[src/rtl/tns_pkg.sv]
`timescale 1ns / 1ps
// ----------------------------------------------------------------------------
// tns_pkg
// Shared types and constants for the target namespace scanner: scan phases,
// match patterns, and the structs for the window's hits and the control's results.
// ----------------------------------------------------------------------------
package tns_pkg;

  // Length of the targetNamespace token; the window keeps the bytes before
  // the current one, which is all the longest pattern needs.
  localparam int TokLen   = 15;
  localparam int WinDepth = TokLen - 1;

  localparam logic [7:0] TokPat [TokLen] = '{
    "t", "a", "r", "g", "e", "t", "N", "a", "m", "e", "s", "p", "a", "c", "e"
  };

  localparam logic [7:0] ChLt     = 8'h3c;  // <
  localparam logic [7:0] ChBang   = 8'h21;  // !
  localparam logic [7:0] ChDash   = 8'h2d;  // -
  localparam logic [7:0] ChGt     = 8'h3e;  // >
  localparam logic [7:0] ChDquote = 8'h22;  // "
  localparam logic [7:0] ChSquote = 8'h27;  // '

  // Bytes seen since a comment opener, saturating at this value.
  localparam logic [1:0] OpenSat = 2'd3;

  typedef enum logic [2:0] {
    PH_SEARCH,
    PH_SKIP,
    PH_QUOTE,
    PH_NAME,
    PH_DONE
  } phase_e;

  typedef struct packed {
    logic open_hit;   // current byte completes "<!--"
    logic close_hit;  // current byte completes "-->"
    logic tok_hit;    // current byte completes the token
  } tns_hits_t;

  typedef struct packed {
    logic       valid;
    logic [7:0] name_byte;
    logic       is_char;
    logic       done;
    logic       found;
  } tns_res_t;

endpackage

[src/rtl/xml_target_namespace_scanner_top.sv]
`timescale 1ns / 1ps
// ----------------------------------------------------------------------------
// xml_target_namespace_scanner_top
// Byte stream scanner that extracts the first targetNamespace value lying
// outside XML comments.
// ----------------------------------------------------------------------------
// One document byte is taken each cycle and its result, if any, passes
// an input register, which feeds the pattern compares and the phase
// logic, and then the result register. Each namespace character comes out
// as its own item; a done item ends the document, with found set when the
// closing quote arrived and clear when the document ended first, in which
// case any characters already delivered are to be dropped. Bytes after done
// give nothing until the byte marked end_of_doc, which returns the scanner
// to its reset state. Sustained rate is one byte per cycle; a stall on the
// output holds the input only when a byte with a result is waiting.
// ----------------------------------------------------------------------------
module xml_target_namespace_scanner_top (
  input  logic       clk_i,
  input  logic       rst_ni,
  input  logic       in_valid_i,
  output logic       in_stall_o,
  input  logic [7:0] doc_byte_i,
  input  logic       end_of_doc_i,
  output logic       out_valid_o,
  input  logic       out_stall_i,
  output logic [7:0] name_byte_o,
  output logic       is_char_o,
  output logic       done_res_o,
  output logic       found_o
);
  import tns_pkg::*;

  logic       s1_valid_q;
  logic [7:0] s1_byte_q;
  logic       s1_last_q;
  logic       s1_move;
  logic       in_accept;

  tns_hits_t  hits;
  tns_res_t   res;

  logic       out_valid_q;
  logic [7:0] out_byte_q;
  logic       out_char_q;
  logic       out_done_q;
  logic       out_found_q;
  logic       out_load;

  // Advance the held byte unless its result has nowhere to go.
  assign s1_move    = s1_valid_q && (!res.valid || !out_valid_q || !out_stall_i);
  assign in_stall_o = s1_valid_q && !s1_move;
  assign in_accept  = in_valid_i && !in_stall_o;
  assign out_load   = s1_move && res.valid;

  always_ff @(posedge clk_i or negedge rst_ni) begin
    if (!rst_ni) begin
      s1_valid_q <= 1'b0;
    end else if (in_accept) begin
      s1_valid_q <= 1'b1;
    end else if (s1_move) begin
      s1_valid_q <= 1'b0;
    end
  end

  always_ff @(posedge clk_i) begin
    if (in_accept) begin
      s1_byte_q <= doc_byte_i;
      s1_last_q <= end_of_doc_i;
    end
  end

  tns_window u_window (
    .clk_i   (clk_i),
    .rst_ni  (rst_ni),
    .shift_i (s1_move),
    .clear_i (s1_last_q),
    .byte_i  (s1_byte_q),
    .hits_o  (hits)
  );

  tns_fsm u_fsm (
    .clk_i     (clk_i),
    .rst_ni    (rst_ni),
    .advance_i (s1_move),
    .byte_i    (s1_byte_q),
    .last_i    (s1_last_q),
    .hits_i    (hits),
    .res_o     (res)
  );

  always_ff @(posedge clk_i or negedge rst_ni) begin
    if (!rst_ni) begin
      out_valid_q <= 1'b0;
    end else if (out_load) begin
      out_valid_q <= 1'b1;
    end else if (!out_stall_i) begin
      out_valid_q <= 1'b0;
    end
  end

  always_ff @(posedge clk_i) begin
    if (out_load) begin
      out_byte_q  <= res.name_byte;
      out_char_q  <= res.is_char;
      out_done_q  <= res.done;
      out_found_q <= res.found;
    end
  end

  assign out_valid_o = out_valid_q;
  assign name_byte_o = out_byte_q;
  assign is_char_o   = out_char_q;
  assign done_res_o  = out_done_q;
  assign found_o     = out_found_q;

endmodule

[src/rtl/tns_window.sv]
`timescale 1ns / 1ps
// ----------------------------------------------------------------------------
// tns_window
// History of recent document bytes and the fixed pattern compares that end
// on the current byte.
// ----------------------------------------------------------------------------
module tns_window (
  input  logic               clk_i,
  input  logic               rst_ni,
  input  logic               shift_i,
  input  logic               clear_i,
  input  logic [7:0]         byte_i,
  output tns_pkg::tns_hits_t hits_o
);
  import tns_pkg::*;

  logic [7:0] win_q [WinDepth];
  logic       tok_match;

  always_ff @(posedge clk_i or negedge rst_ni) begin
    if (!rst_ni) begin
      for (int i = 0; i < WinDepth; i++) win_q[i] <= '0;
    end else if (shift_i) begin
      if (clear_i) begin
        for (int i = 0; i < WinDepth; i++) win_q[i] <= '0;
      end else begin
        win_q[0] <= byte_i;
        for (int i = 1; i < WinDepth; i++) win_q[i] <= win_q[i-1];
      end
    end
  end

  // Newest history byte lines up with the second to last pattern byte.
  always_comb begin
    tok_match = (byte_i == TokPat[TokLen-1]);
    for (int k = 0; k < WinDepth; k++) begin
      if (win_q[k] != TokPat[TokLen-2-k]) tok_match = 1'b0;
    end
  end

  assign hits_o.open_hit  = (byte_i == ChDash) && (win_q[0] == ChDash) &&
                            (win_q[1] == ChBang) && (win_q[2] == ChLt);
  assign hits_o.close_hit = (byte_i == ChGt) && (win_q[0] == ChDash) &&
                            (win_q[1] == ChDash);
  assign hits_o.tok_hit   = tok_match;

endmodule

[src/rtl/tns_fsm.sv]
`timescale 1ns / 1ps
// ----------------------------------------------------------------------------
// tns_fsm
// Scan phase, comment tracking and result formation for one byte a cycle,
// whenever the held byte advances.
module tns_fsm (
  input  logic               clk_i,
  input  logic               rst_ni,
  input  logic               advance_i,
  input  logic [7:0]         byte_i,
  input  logic               last_i,
  input  tns_pkg::tns_hits_t hits_i,
  output tns_pkg::tns_res_t  res_o
);
  import tns_pkg::*;

  phase_e     phase_q, phase_d;
  logic       in_cmt_q, in_cmt_d;
  logic [1:0] since_q, since_d;
  logic       dquote_q, dquote_d;
  logic       close_quote;

  always_ff @(posedge clk_i or negedge rst_ni) begin
    if (!rst_ni) begin
      phase_q  <= PH_SEARCH;
      in_cmt_q <= 1'b0;
      since_q  <= '0;
      dquote_q <= 1'b0;
    end else if (advance_i) begin
      phase_q  <= phase_d;
      in_cmt_q <= in_cmt_d;
      since_q  <= since_d;
      dquote_q <= dquote_d;
    end
  end

  assign close_quote = (byte_i == (dquote_q ? ChDquote : ChSquote));

  always_comb begin
    phase_d  = phase_q;
    in_cmt_d = in_cmt_q;
    since_d  = since_q;
    dquote_d = dquote_q;
    res_o    = '0;

    case (phase_q)
      PH_SEARCH: begin
        if (hits_i.open_hit) begin
          in_cmt_d = 1'b1;
          since_d  = '0;
        end else if (in_cmt_q) begin
          if (since_q != OpenSat) since_d = since_q + 2'd1;
          // close only with all three bytes after the opener
          if (since_d == OpenSat && hits_i.close_hit) in_cmt_d = 1'b0;
        end
        if (!in_cmt_d && hits_i.tok_hit) phase_d = PH_SKIP;
        res_o.valid = last_i;
        res_o.done  = last_i;
      end
      PH_SKIP: begin
        phase_d     = PH_QUOTE;
        res_o.valid = last_i;
        res_o.done  = last_i;
      end
      PH_QUOTE: begin
        if (byte_i == ChDquote || byte_i == ChSquote) begin
          dquote_d = (byte_i == ChDquote);
          phase_d  = PH_NAME;
        end
        res_o.valid = last_i;
        res_o.done  = last_i;
      end
      PH_NAME: begin
        res_o.valid = 1'b1;
        if (close_quote) begin
          phase_d     = PH_DONE;
          res_o.done  = 1'b1;
          res_o.found = 1'b1;
        end else if (last_i) begin
          res_o.done = 1'b1;
        end else begin
          res_o.is_char   = 1'b1;
          res_o.name_byte = byte_i;
        end
      end
      PH_DONE: begin
        phase_d = PH_DONE;
      end
      default: begin
        phase_d = PH_DONE;
      end
    endcase

    // final byte of a document: back to the starting state
    if (last_i) begin
      phase_d  = PH_SEARCH;
      in_cmt_d = 1'b0;
      since_d  = '0;
      dquote_d = 1'b0;
    end
  end

endmodule

[config.mk]
export PLATFORM = sky130hd
export DESIGN_NAME = xml_target_namespace_scanner_top
export DESIGN_NICKNAME = d
export VERILOG_FILES = /design/src/rtl/tns_pkg.sv /design/src/rtl/xml_target_namespace_scanner_top.sv /design/src/rtl/tns_window.sv /design/src/rtl/tns_fsm.sv
export SDC_FILE = /design/constraint.sdc
export NUM_CORES = 1
export LEC_CHECK = 0
export ABC_CLOCK_PERIOD_IN_PS = 3000
export BUFFER_PORTS_ARGS = -buffer_cell sky130_fd_sc_hd__buf_2
export CAP_MARGIN = 10
export CORE_MARGIN = 4
export CORE_UTILIZATION = 28
export CTS_CLUSTER_DIAMETER = 80
export CTS_CLUSTER_SIZE = 16
export DETAILED_ROUTE_END_ITERATION = 10
export HOLD_SLACK_MARGIN = 0.03
export PLACE_DENSITY_LB_ADDON = 0.3
export SYNTH_ARGS = -nofsm -noshare
export SYNTH_HDL_FRONTEND = slang
export SYNTH_SLANG_ARGS = --single-unit
[constraint.sdc]
create_clock -name clk_i -period 3 [get_ports clk_i]
set_input_delay 0.75 -clock clk_i [delete_from_list [all_inputs] [get_ports clk_i]]
set_output_delay 0.75 -clock clk_i [all_outputs]
set_load 0.1 [all_outputs]
After elaboration in Yosys (flattened, before gate mapping) --
Index checks and enable logic that the tools add are counted.
Storage, ports and cells: input bits 13, output and inout bits 13, bits in registers 141
Cells by class: equal/unequal tests 33, add/subtract/negate cells 1, bitwise gates (word level) 1, muxes and demuxes 48, reduce and logical (&&, ||, !) cells 33
Operators by type and width (count):
- 112-bit two-way mux | 1
- 8-bit by 7-bit != test with 1-bit output (second input constant) | 14
- 8-bit by 6-bit equality test with 1-bit output (second input constant) | 8
- 1-bit two-way mux | 31
- 2-bit two-way mux | 8
- 3-bit two-way mux | 5
- 3-bit case mux with 4 select lines | 1
- 1-bit logical AND | 11
- 3-bit by 2-bit != test with 1-bit output (second input constant) | 3
- 8-bit by 6-bit equality test with 1-bit output | 1
- 8-bit by 7-bit equality test with 1-bit output (second input constant) | 1
- 2-bit nonzero test | 4
- 3-bit by 2-bit equality test with 1-bit output (second input constant) | 2
- 1-bit zero test | 6
- 3-bit AND reduction | 2
- 3-bit OR reduction | 2
- 1-bit case mux with 2 select lines | 2
- 4-bit AND reduction | 1
- 3-bit by 1-bit equality test with 1-bit output (second input constant) | 1
- 3-bit zero test | 1
- 1-bit logical OR | 3
- 3-bit nonzero test | 1
- 2-bit by 1-bit adder with 2-bit output (second input constant) | 1
- 2-bit equality test (second input constant) | 1
- 5 further kinds | 5

Logic depth before layout (Yosys ltp) --
Gate-level depths: netlist of run 1.
word-level depth 19, gate-level depth with buffers 8

Cells and area by module --
Synthesis of run 1 repeated with hierarchy kept, for this count alone.
Second synthesis, totals: cell total of the unflattened synthesis 644, area, all modules 6446.2 um^2
By module, submodules not included:
- tns_window | times used 1, area an instance 5161.2 um^2, cells an instance 542, seq. area each 2802.7 um^2
- xml_target_namespace_scanner_top | times used 1, area an instance 699.4 um^2, cells an instance 32, seq. area each 650.6 um^2
- tns_fsm | times used 1, area an instance 585.6 um^2, cells an instance 70, seq. area each 175.2 um^2

Least setup slack after synthesis of run 1 --
OpenSTA, ideal clock, no wires.
path type flip-flop to flip-flop, start reg out_valid_q, in the netlist out_valid_o, end reg s1_byte_q[0], enable pin, setup time 528 ps, path slack -2720 ps, stages on the path, launching flop included 4, arrival time 5192 ps, buffers on the path 0, data required time 2472 ps, period minus slack after synthesis 5720 ps, cells stage by stage dfrtp_1 -> nand2_1 -> nor4b_1 -> nor2b_1
On the way: cells in the longest elaborated chain, start to end 8
RTL lines:
- from (decl) | RTL line xml_target_namespace_scanner_top.sv:42 | logic out_valid_q;
- from (signal assigned) | RTL line xml_target_namespace_scanner_top.sv:93 | out_valid_q <= 1'b0;
- from (signal assigned) | RTL line xml_target_namespace_scanner_top.sv:95 | out_valid_q <= 1'b1;
- from (signal assigned) | RTL line xml_target_namespace_scanner_top.sv:97 | out_valid_q <= 1'b0;
- 1-bit zero test | RTL line xml_target_namespace_scanner_top.sv:50 | assign s1_move = s1_valid_q && (!res.valid || !out_valid_q || !out_stall_i);
- 1-bit logical OR (2 in series) | RTL line xml_target_namespace_scanner_top.sv:50
- 1-bit logical AND | RTL line xml_target_namespace_scanner_top.sv:50
- 1-bit zero test | RTL line xml_target_namespace_scanner_top.sv:51 | assign in_stall_o = s1_valid_q && !s1_move;
- 1-bit logical AND | RTL line xml_target_namespace_scanner_top.sv:51
- via in_stall_o | RTL line xml_target_namespace_scanner_top.sv:21 | output logic in_stall_o,
- 1-bit zero test | RTL line xml_target_namespace_scanner_top.sv:52 | assign in_accept = in_valid_i && !in_stall_o;
- 1-bit logical AND | RTL line xml_target_namespace_scanner_top.sv:52
- via in_accept | RTL line xml_target_namespace_scanner_top.sv:37 | logic in_accept;
- to (signal assigned) | RTL line xml_target_namespace_scanner_top.sv:67 | s1_byte_q <= doc_byte_i;
- to (decl) | RTL line xml_target_namespace_scanner_top.sv:34 | logic [7:0] s1_byte_q;
The timed path passes the listed nets, and every way through them passes these cells. A chain may end at the register's enable or synchronous reset.

Worst setup path in the final report of run 1 --
start reg u_fsm.phase_q[0], end out in_stall_o
On the way: cells in the longest elaborated chain, start to end 9, elaborated cells on any way between the ends 12
RTL lines:
- from (decl) | RTL line tns_fsm.sv:17 | phase_e phase_q, phase_d;
- from (signal assigned) | RTL line tns_fsm.sv:30 | phase_q <= phase_d;
- 3-bit by 1-bit equality test with 1-bit output (tied with other cells) | RTL line tns_fsm.sv:46 | case (phase_q)
- 3-bit OR reduction (no line)
- 1-bit case mux with 2 select lines * | RTL line tns_fsm.sv:46
- 1-bit zero test * | RTL line xml_target_namespace_scanner_top.sv:50
- 1-bit logical OR * (2 in series) | RTL line xml_target_namespace_scanner_top.sv:50
- 1-bit logical AND * | RTL line xml_target_namespace_scanner_top.sv:50
- 1-bit zero test * | RTL line xml_target_namespace_scanner_top.sv:51
- 1-bit logical AND * | RTL line xml_target_namespace_scanner_top.sv:51
- to (decl) | RTL line xml_target_namespace_scanner_top.sv:21
Mark *: on every way between the ends. The rest lies on a longest branch, timed or not.

==> out/metrics.yaml, run 1 <==
timing:
  fin_setup_tns_ns: 0
  finalCritPeriodShare_pct: 87.00
  slew_headroom_pct: 43.07
  period_needed_ns: 2.610
  tightest_slew_ns: 0.8539
  timing_max_transition_violations_final: 0
  fin_worst_skew_ns: 0.008279
  setup-violations-final: 0
  timing.final.hold_violations: 0
  rsz0062_at_grt: "no"
  fmax_ghz: 0.3831
clock_network:
  clkTransAtPathRegs_ns: 0.06
  holdBufCountCts: 0
  cts_tree: "yes"
  cts-htree-levels: 4
  ctsRootBufferMaster: "sky130_fd_sc_hd__clkbuf_16"
  cts_made_buffers: 17
  post_cts_buffers: 0
  cts_max_path_buffers: 2
  cts.sinks: 141
  cts.repair.resized: 0
  worst_skew_pair.late_latency_ns: 0.43
power:
  clk_network_pwr_share_pct: 43.3
  netSwitchingFraction_pct: 27.82
  p_int_uw: 3530
  totalPowerFinal_uw: 4890
  share_seq_of_total_power_pct: 44.3
  powerDensity_mw_per_mm2: 662.6
  worst_ir_drop_vdd_mv: 0.3779
  power.switching_uw: 1360
  leakagePower_uw: 0.002961
  power_frac_comb_pct: 12.4
die:
  initial_utilization_pct: 28.41
  coreArea_mm2: 0.02257
  placement_rows: 55
  die_area_mm2: 0.02539
  design.portCount: 26
  die_h_um: 159.3
  fp.dieW_um: 159.3
place:
  post-dp-hpwl_mm: 8.708
  placement.io_buffers: 25
  number_of_placed_instances_taps_included: 915
  gp_congestion: 0.7074
  postPlaceCellArea_mm2: 0.006785
synthesis:
  postSynthNetCount: 649
  ys_ff_latch: 141
  ys_types: 52
  synth-warning-count: 0
  synthFlopType: "sky130_fd_sc_hd__dfrtp_1"
  synth_seq_area_share_pct: 56.57
  synth.cell_area_mm2: 0.006414
  syn_area_per_cell_um2: 10.08
  synthArstFlopShare_pct: 85.82
  synth-edff-count: 20
  netlist_instances: 636
setup_path:
  maximum_fanout_along_the_worst_path: 9
  critPathKind: "reg2out"
  kind_of_start_point_of_the_critical_path: "flip-flop"
  worstPathRequired_ns: 2.25
  end_kind: "primary output"
  arrival_ns: 1.86
global_routing:
  grt_pass1_vias: 4319
  globalRoute.totalOverflow: 0
  groute.usage.overall_pct: 11.46
  antenna_found_initial: 0
  grt_max_degree: 103
  grt_first_pass_wirelength_mm: 23.34
outcome:
  result_of_the_run: "finished, final reports clean"
final_layout:
  layout.filler_cells: 2281
  finalNetCount: 662
  finalNonFillerCells: 947
  drive_gt1_share_pct: 11.78
  most-common-layout-cells: "sky130_fd_sc_hd__nand2_1 (141), sky130_fd_sc_hd__dfrtp_1 (120), sky130_fd_sc_hd__nand2b_1 (91)"
  multiInputGateArea_mm2: 0.002515
  layout.area.seq_mm2: 0.003630
  finish.instance_area_mm2: 0.007380
  syn_to_final_growth_pct: 15.06
  mostFrequentLayoutCell: "sky130_fd_sc_hd__nand2_1"
  antenna_cells_inserted: 0
run:
  maxCapViolations: 0
detailed_routing:
  drt-initial-drc-count: 238
  vias: 4373
  avgViaCountPerCell: 4.618
  route.final.wire_length_mm: 13.75
  drt_drc_violations_left: 0
  routedWlPerCell_um: 14.52
  first_pass_iters: 4
  route.antenna.remaining_nets: 0
worst_hold_path:
  hold_class: "in2async"
==> Yosys cell counts (2+ instances only) <==
library cell | instances | area [um2]
sky130_fd_sc_hd__o211ai_1 | 2 | 15.01
sky130_fd_sc_hd__a21oi_1 | 4 | 20.02
sky130_fd_sc_hd__nor3_1 | 9 | 45.04
sky130_fd_sc_hd__nor4_1 | 4 | 25.02
sky130_fd_sc_hd__nor2b_1 | 2 | 12.51
sky130_fd_sc_hd__nand2b_1 | 91 | 569.3
sky130_fd_sc_hd__o21ai_1 | 27 | 135.1
sky130_fd_sc_hd__nor4b_1 | 7 | 61.31
sky130_fd_sc_hd__nand4_1 | 9 | 56.30
sky130_fd_sc_hd__nor2_1 | 4 | 15.01
sky130_fd_sc_hd__buf_6 | 12 | 135.1
sky130_fd_sc_hd__o21ai_0 | 88 | 440.4
sky130_fd_sc_hd__nand3_1 | 2 | 10.01
sky130_fd_sc_hd__buf_2 | 3 | 15.01
sky130_fd_sc_hd__nand2_1 | 141 | 529.3
sky130_fd_sc_hd__clkbuf_1 | 19 | 71.32
sky130_fd_sc_hd__nor4bb_1 | 11 | 110.1
sky130_fd_sc_hd__and4b_1 | 8 | 80.08
sky130_fd_sc_hd__inv_1 | 4 | 15.01
sky130_fd_sc_hd__and4bb_2 | 2 | 25.02
sky130_fd_sc_hd__clkbuf_2 | 3 | 15.01
sky130_fd_sc_hd__edfxtp_1 | 20 | 600.6
sky130_fd_sc_hd__dfrtp_1 | 121 | 3028
sky130_fd_sc_hd__and2_1 | 8 | 50.05
sky130_fd_sc_hd__buf_4 | 4 | 30.03
sky130_fd_sc_hd__nor3b_1 | 3 | 22.52
sky130_fd_sc_hd__and3b_1 | 3 | 26.28
==> power groups by stage <==
stage | clock network, uW | logic, uW | registers (uW)
after global placement | 0 | 614 | 2200
after detailed placement | 0 | 617 | 2200
after floorplan | 0 | 369 | 2310
after global routing | 2260 | 672 | 2180
after CTS | 2170 | 619 | 2170
final | 2120 | 608 | 2170
==> path summary, 6_finish.rpt <==
kind                            depth (start not counted)                     startpoint  slack [ns]                              to
worst min-delay path                                    1                         rst_ni        0.38          s1_valid_q$_DFFE_PN0P_
min in group clk_i                                      2  u_window.win_q[2]$_DFFE_PN0P_        0.48   u_window.win_q[2]$_DFFE_PN0P_
worst max register to register                          5            s1_last_q$_DFFE_PP_        0.90    u_fsm.phase_q[1]$_DFFE_PN0P_
max in group asynchronous                               2                         rst_ni        1.89  u_window.win_q[43]$_DFFE_PN0P_
worst min register to register                          2  u_window.win_q[2]$_DFFE_PN0P_        0.48   u_window.win_q[2]$_DFFE_PN0P_
worst max-delay path                                    3   u_fsm.phase_q[0]$_DFFE_PN0P_        0.39                      in_stall_o
==> flip-flops by register name (all words and copies together), names as in the netlist <==
name and count:
s1_last_q 1, s1_byte_q 8, found_o 1, u_fsm.phase_q 3, u_fsm.since_q 2, is_char_o 1
u_window.win_q 112, u_fsm.dquote_q 1, done_res_o 1, s1_valid_q 1, out_valid_o 1, u_fsm.in_cmt_q 1
name_byte_o 8
==> logic make-up after synthesis <==
group,Yosys count,share of synthesized area (%)
flops,141,56.57
mux,1,0.1561
simple gates,313,26.96
buf+inv,46,4.448
xor+xnor,1,0.1366
compound gates,134,11.72
==> per-stage QoR <==
stage          util [%]  hold WS, ns  worst slack [ns]
2_1_floorplan         -       0.4416            0.1453
3_3_place_gp      30.06       0.4592            0.4196
3_5_place_dp      30.06       0.4685            0.4394
4_1_cts           32.69       0.3902            0.3568
5_1_grt           32.69       0.4175            0.2981
6_report          32.69       0.3779            0.3900
==> worst max-delay path, cell delays in order, from the launching register on <==
cell	delay [ns]
sky130_fd_sc_hd__dfrtp_1	0.52
sky130_fd_sc_hd__a21oi_4	0.14
sky130_fd_sc_hd__nor4b_4	0.30
sky130_fd_sc_hd__buf_2	0.48
==> area by class of cell <==
type                    instances  share of cell area [%]
flip-flops and latches        141                   49.19
multi-input cells             449                   34.08
clock buffers                  22                   6.579
well taps                     285                   4.832
repair buffers                 35                   3.594
clock inverters                10                   1.475
inverters                       5                  0.2543
==> metal layers <==
metal / GRT usage (%) / part of all wire, %
met1: 16.09 / 50
met2: 16.89 / 45
met3: 2.925 / 3.5
met4: 4.734 / 1.7
met5: 0 / 0
No activity file was read; power rests on OpenSTA's default activity.
==> run 2, diff against run 1 <==
--- a/config.mk
+++ b/config.mk
@@ -15,6 +15,8 @@
 export DETAILED_ROUTE_END_ITERATION = 10
 export HOLD_SLACK_MARGIN = 0.03
 export PLACE_DENSITY_LB_ADDON = 0.3
+export SETUP_SLACK_MARGIN = 0.02
+export SLEW_MARGIN = 20
 export SYNTH_ARGS = -nofsm -noshare
 export SYNTH_HDL_FRONTEND = slang
 export SYNTH_SLANG_ARGS = --single-unit
==> constraint.sdc (replaced) <==
create_clock -name clk_i -period 3 [get_ports clk_i]
set_input_delay 0 -clock clk_i [delete_from_list [all_inputs] [get_ports clk_i]]
set_output_delay 0 -clock clk_i [all_outputs]
set_load 0.1 [all_outputs]
==> run 2 against run 1 <==
Compared with the run above: hold slack got worse by 0.28 ns; power fell by 1.8%; clock power fell by 5%; final cell count rose by 1.3%; sequential cell count did not move; critical path depth did not move; fmax rose by 30%; clock skew fell by 0.00050 ns; wire length fell by 0.29%; count of clock-buffer cells in the layout fell by 5; largest power group unchanged; highest routed layer unchanged.
==> out/metrics.yaml, run 2 (synthesized netlist as in run 1, its figures left out) <==
outcome:
  result_of_the_run: "finished, final reports clean"
worst_hold_path:
  hold_class: "in2async"
final_layout:
  antenna_cells_inserted: 0  # unchanged
  finalNetCount: 674  # +1.8%
  largest_register_ff_count: 112  # unchanged
  syn_to_final_growth_pct: 16.41
  most-common-layout-cells: "sky130_fd_sc_hd__nand2_1 (141), sky130_fd_sc_hd__dfrtp_1 (120), sky130_fd_sc_hd__nand2b_1 (91)"
  mostFrequentLayoutCell: "sky130_fd_sc_hd__nand2_1"
  drive_gt1_share_pct: 11.87  # +0.087 points
  top_register: "u_window.win_q"
setup_path:
  maximum_fanout_along_the_worst_path: 66  # +57
  end_kind: "flip-flop"
  startpoint: "u_fsm.phase_q[2]$_DFFE_PN0P_"
  worstPathRequired_ns: 3.29  # +1.04 ns
  arrival_ns: 2.30  # +0.44 ns
  kind_of_start_point_of_the_critical_path: "flip-flop"
  timing.rr.start: "u_fsm.phase_q[2]$_DFFE_PN0P_"
  critPathKind: "reg2reg"
global_routing:
  antenna_found_initial: 0  # unchanged
  busiest_layer: "met2"
  globalRoute.totalOverflow: 0  # unchanged
  grt_first_pass_wirelength_mm: 23.43  # +0.39%
  groute.usage.overall_pct: 11.31  # -0.15 points
  grt_pass1_vias: 4342  # +0.53%
  grt_max_degree: 86  # -17%
  met2_usage_pct: 16.93  # +0.039 points
  use_met1_pct: 16.21  # +0.12 points
  grt_util_met3_pct: 2.537  # -0.39 points
timing:
  fin_setup_tns_ns: 0  # unchanged
  setup-violations-final: 0  # unchanged
  slew_headroom_pct: 40.95  # -2.1 points
  fmax_ghz: 0.4989  # +30%
  fin_worst_skew_ns: 0.007778  # -0.0005013 ns
  timing_max_transition_violations_final: 0  # unchanged
  tightest_slew_ns: 0.8858  # +0.03184 ns
  rsz0062_at_grt: "no"
  finalCritPeriodShare_pct: 66.81  # -20 points
  timing.final.hold_violations: 0  # unchanged
  period_needed_ns: 2.004  # -0.6056 ns
power:
  powerDensity_mw_per_mm2: 643.4  # -2.9%
  totalPowerFinal_uw: 4803  # -1.8%
  worst_ir_drop_vdd_mv: 0.3437  # -9.1%
  leakagePower_uw: 0.002979  # +0.62%
clock_network:
  cts.repair.resized: 0  # unchanged
  post_cts_buffers: 0  # unchanged
  cts-htree-levels: 4  # unchanged
  cts.sinks: 141  # unchanged
  worst_skew_pair.late_latency_ns: 0.42  # about the same
  ctsRootBufferMaster: "sky130_fd_sc_hd__clkbuf_16"
  cts_max_path_buffers: 2  # unchanged
  cts_tree: "yes"
  cts_made_buffers: 17  # unchanged
  clkTransAtPathRegs_ns: 0.06  # about the same
die:
  design.portCount: 26  # unchanged
  initial_utilization_pct: 28.41  # unchanged
  placement_rows: 55  # unchanged
  die_h_um: 159.3  # unchanged
  coreArea_mm2: 0.02257  # unchanged
  die_area_mm2: 0.02539  # unchanged
  fp.dieW_um: 159.3  # unchanged
run:
  maxCapViolations: 0  # unchanged
detailed_routing:
  route.final.wire_length_mm: 13.71  # -0.29%
  drt_drc_violations_left: 0  # unchanged
  avgViaCountPerCell: 4.558  # -1.3%
  routedWlPerCell_um: 14.30  # -1.5%
  drt-initial-drc-count: 324  # +36%
  vias: 4371  # -0.046%
  route.antenna.remaining_nets: 0  # unchanged
  first_pass_iters: 4  # unchanged
place:
  post-dp-hpwl_mm: 8.919  # +2.4%
  placement.io_buffers: 25  # unchanged
  gp_congestion: 0.7619  # +7.7%
[run 2: final timing paths]
| path | cells past startpoint | slack [ns] | end |
|---|---|---|---|
| worst min register to register | 2 | 0.48 | u_window.win_q[2]$_DFFE_PN0P_ |
| max in group asynchronous | 3 | 2.06 | u_window.win_q[27]$_DFFE_PN0P_ |
| worst max register to register | 3 | 1.0 | u_window.win_q[86]$_DFFE_PN0P_ |
| min in group clk_i | 2 | 0.29 | s1_last_q$_DFFE_PP_ |
| worst min-delay path | 2 | 0.09 | out_valid_o$_DFFE_PN0P_ |
| worst max-delay path | 3 | 1.0 | u_window.win_q[86]$_DFFE_PN0P_ |
[run 2: repair_timing]
action / CTS / global route
endpoints found under the hold margin: 47 / 0
endpoints found under the setup margin: 0 / 0
hold buffers: 12 / 0
[run 2: power by group]
part           internal [uW]  total, uW  switching (uW)
Clock                   1150       2020             866
Combinational            179        620             441
Sequential              2050       2170             117
[run 2: routing by layer]
layer  vias to the layer above  routed length, um
met5                         -                  0
met4                         0                187
met3                        14                363
met2                        44               6337
met1                      2086               6823
li1                       2227                  -
[run 2: worst max-delay path, stage by stage, from the launching register on]
cell and delay, ns:
sky130_fd_sc_hd__dfrtp_1 0.54, sky130_fd_sc_hd__o31ai_4 0.85, sky130_fd_sc_hd__buf_12 0.32, sky130_fd_sc_hd__o21ai_0 0.13
[run 2: area by class of cell]
cell class              instances  area (um2)
repair buffers                 47       385.4
inverters                       5       18.77
multi-input cells             449        2515
well taps                     285       356.6
clock inverters                15       135.1
fillers                      2295       15110
flip-flops and latches        141        3630
clock buffers                  17       425.4
[run 2: metrics by stage]
stage	std cells	util, %	hold slack (ns)	worst slack [ns]	area [um2]
final	959	33.08	0.09335	0.9956	7466
after floorplan	636	-	-0.2956	0.1453	6430
after global routing	959	33.08	0.1526	0.7946	7466
after global placement	915	30.06	0.009892	0.9950	6785
after detailed placement	915	30.06	0.004139	0.9864	6785
after CTS	959	33.08	0.1089	0.9459	7466
==> run 3, diff against run 2 <==
--- a/config.mk
+++ b/config.mk
@@ -5,7 +5,7 @@
 export SDC_FILE = /design/constraint.sdc
 export NUM_CORES = 1
 export LEC_CHECK = 0
-export ABC_CLOCK_PERIOD_IN_PS = 3000
+export ABC_CLOCK_PERIOD_IN_PS = 1800
 export BUFFER_PORTS_ARGS = -buffer_cell sky130_fd_sc_hd__buf_2
 export CAP_MARGIN = 10
 export CORE_MARGIN = 4
==> constraint.sdc (replaced) <==
create_clock -name clk_i -period 1.8 [get_ports clk_i]
set_input_delay 0 -clock clk_i [delete_from_list [all_inputs] [get_ports clk_i]]
set_output_delay 0 -clock clk_i [all_outputs]
set_load 0.1 [all_outputs]
==> run 3 against run 2 <==
Compared with the run above: largest power group is now clock; global-route usage increased by 0.61 points; wire length is 4.6% higher; via count grew 4.2%.
==> out/metrics.yaml, run 3 (synthesized netlist as in run 1, its figures left out) <==
power:
  leakagePower_uw: 0.003314  # +11%
  powerDensity_mw_per_mm2: 1067  # +66%
  worst_ir_drop_vdd_mv: 0.6680  # +94%
place:
  post-dp-hpwl_mm: 9.633  # +8.0%
  postPlaceCellArea_mm2: 0.007139  # +5.2%
  number_of_placed_instances_taps_included: 953  # +4.2%
  gp_congestion: 0.7479  # -1.8%
  placement.io_buffers: 25  # unchanged
global_routing:
  antenna_found_initial: 0  # unchanged
  grt_first_pass_wirelength_mm: 24.40  # +4.1%
  grt_pass1_vias: 4604  # +6.0%
  grt_max_degree: 54  # -37%
  globalRoute.totalOverflow: 0  # unchanged
  groute.usage.overall_pct: 11.93  # +0.61 points
setup_path:
  worstPathRequired_ns: 2.14  # -1.15 ns
  critPathKind: "reg2reg"
  capturing_instance_or_port_of_the_critical_path: "u_fsm.phase_q[0]$_DFFE_PN0P_"
  worst-r2r-cell-count: 5  # +2
  startpoint: "s1_byte_q[4]$_DFFE_PP_"
  maximum_fanout_along_the_worst_path: 4  # -94%
  timing.rr.start: "s1_byte_q[4]$_DFFE_PP_"
  reg2reg_to: "u_fsm.phase_q[0]$_DFFE_PN0P_"
  end_kind: "flip-flop"
  r2r_setup_slack_ns: 0.01  # -0.99 ns
  arrival_ns: 2.13  # -0.17 ns
  kind_of_start_point_of_the_critical_path: "flip-flop"
final_layout:
  post-route-util_pct: 35.54  # +2.5 points
  most-common-layout-cells: "sky130_fd_sc_hd__nand2_1 (140), sky130_fd_sc_hd__dfrtp_1 (120), sky130_fd_sc_hd__nand2b_1 (91)"
  antenna_cells_inserted: 0  # unchanged
  finish.instance_area_mm2: 0.008021  # +7.4%
  syn_to_final_growth_pct: 25.07
  largest_register_ff_count: 112  # unchanged
  top_register: "u_window.win_q"
  mostFrequentLayoutCell: "sky130_fd_sc_hd__nand2_1"
  finalNetCount: 727  # +7.9%
  finalNonFillerCells: 1012  # +5.5%
  drive_gt1_share_pct: 18.84  # +7.0 points
timing:
  tightest_slew_ns: 0.4893  # -0.3965 ns
  rsz0062_at_grt: "yes"
  timing.final.hold_violations: 0  # unchanged
  fmax_ghz: 0.5586  # +12%
  setup-violations-final: 0  # unchanged
  slew_headroom_pct: 67.60  # +27 points
  hold_slack_ns: 0.06974  # -0.02361 ns
  timing_max_transition_violations_final: 0  # unchanged
  fin_worst_skew_ns: 0.007775  # -0.000003410 ns
  finalCritPeriodShare_pct: 99.46  # +33 points
  period_needed_ns: 1.790  # -0.2142 ns
outcome:
  result_of_the_run: "finished, final reports clean"
clock_network:
  ctsRootBufferMaster: "sky130_fd_sc_hd__clkbuf_16"
  clkTransAtPathRegs_ns: 0.05  # about the same
  cts_made_buffers: 17  # unchanged
  cts_tree: "yes"
  cts-htree-levels: 4  # unchanged
  cts.sinks: 141  # unchanged
  worst_skew_pair.late_latency_ns: 0.42  # about the same
  cts_max_path_buffers: 2  # unchanged
die:
  initial_utilization_pct: 28.41  # unchanged
  placement_rows: 55  # unchanged
  die_h_um: 159.3  # unchanged
  coreArea_mm2: 0.02257  # unchanged
  fp.dieW_um: 159.3  # unchanged
  design.portCount: 26  # unchanged
  die_area_mm2: 0.02539  # unchanged
detailed_routing:
  drt_drc_violations_left: 0  # unchanged
  route.antenna.remaining_nets: 0  # unchanged
  routedWlPerCell_um: 14.17  # -0.86%
  route.final.wire_length_mm: 14.34  # +4.6%
  drt-initial-drc-count: 317  # -2.2%
  avgViaCountPerCell: 4.499  # -1.3%
  vias: 4553  # +4.2%
  first_pass_iters: 4  # unchanged
worst_hold_path:
  hold_class: "in2async"
run:
  maxCapViolations: 0  # unchanged
-- run 3: cell types whose count changed in the layout (fill, tap and decap cells not counted), sizes merged --
cell and change:
buf +53, bufinv +2, clkbuf +6, clkinvlp -1, inv -7
-- run 3: cell type report --
cell class | count | area (um2)
tap | 285 | 356.6
inverter | 5 | 18.77
fill | 2276 | 14550
timing repair buffer | 100 | 823.3
clock inverter | 9 | 131.4
sequential | 141 | 3632
clock buffer | 23 | 499.2
multi-input combinational | 449 | 2560
-- run 3: metal layers --
metal | vias to the layer above | global-route usage [%] | part of all wire, %
met2 | 44 | 18.29 | 46
met1 | 2158 | 16.46 | 49
met5 | - | 0 | 0
met4 | 0 | 4.300 | 1.7
li1 | 2334 | - | -
met3 | 17 | 2.951 | 2.8
-- run 3: metrics by stage --
step	setup slack (ns)	TNS (ns)	power (uW)
after floorplan	-0.6034	-7.823	4484
after global placement	-0.1476	-0.1476	4855
after detailed placement	-0.1446	-0.1541	4852
after CTS	0.02292	0	8653
after global routing	-0.1419	-0.3016	8968
final	0.009748	0	8560
-- run 3: repair_timing --
action,4_1_cts,5_1_grt
hold buffers,12,0
cloned,0,0
buffers inserted,11,4
pin swaps,7,4
endpoints found under the setup margin,4,13
resized for setup,2,1
endpoints found under the hold margin,137,0
-- run 3: how the worst min path moves through the flow --
stage,startpoint,to,slack [ns],cells past startpoint
floorplan,rst_ni,s1_valid_q$_DFFE_PN0P_,-0.30,0
global placement,rst_ni,out_valid_o$_DFFE_PN0P_,-0.03,1
detailed placement,rst_ni,out_valid_o$_DFFE_PN0P_,-0.03,1
CTS,rst_ni,out_valid_o$_DFFE_PN0P_,0.09,2
global route,rst_ni,out_valid_o$_DFFE_PN0P_,0.11,2
finish,rst_ni,out_valid_o$_DFFE_PN0P_,0.07,2
-- run 3: power by group --
| part | total [uW] | switching [uW] | internal [uW] | leakage (uW) |
|---|---|---|---|---|
| clock | 3700 | 1330 | 2370 | 0.000301 |
| sequential | 3570 | 147 | 3420 | 0.00186 |
| combinational | 1290 | 833 | 456 | 0.00115 |
-- run 3: critical path, stage by stage, from the launching register on --
cell and delay (ns):
sky130_fd_sc_hd__edfxtp_1 0.47, sky130_fd_sc_hd__nor4b_2 0.39, sky130_fd_sc_hd__nand4_1 0.22, sky130_fd_sc_hd__nor4_2 0.33, sky130_fd_sc_hd__nand4_1 0.14, sky130_fd_sc_hd__a21oi_1 0.16
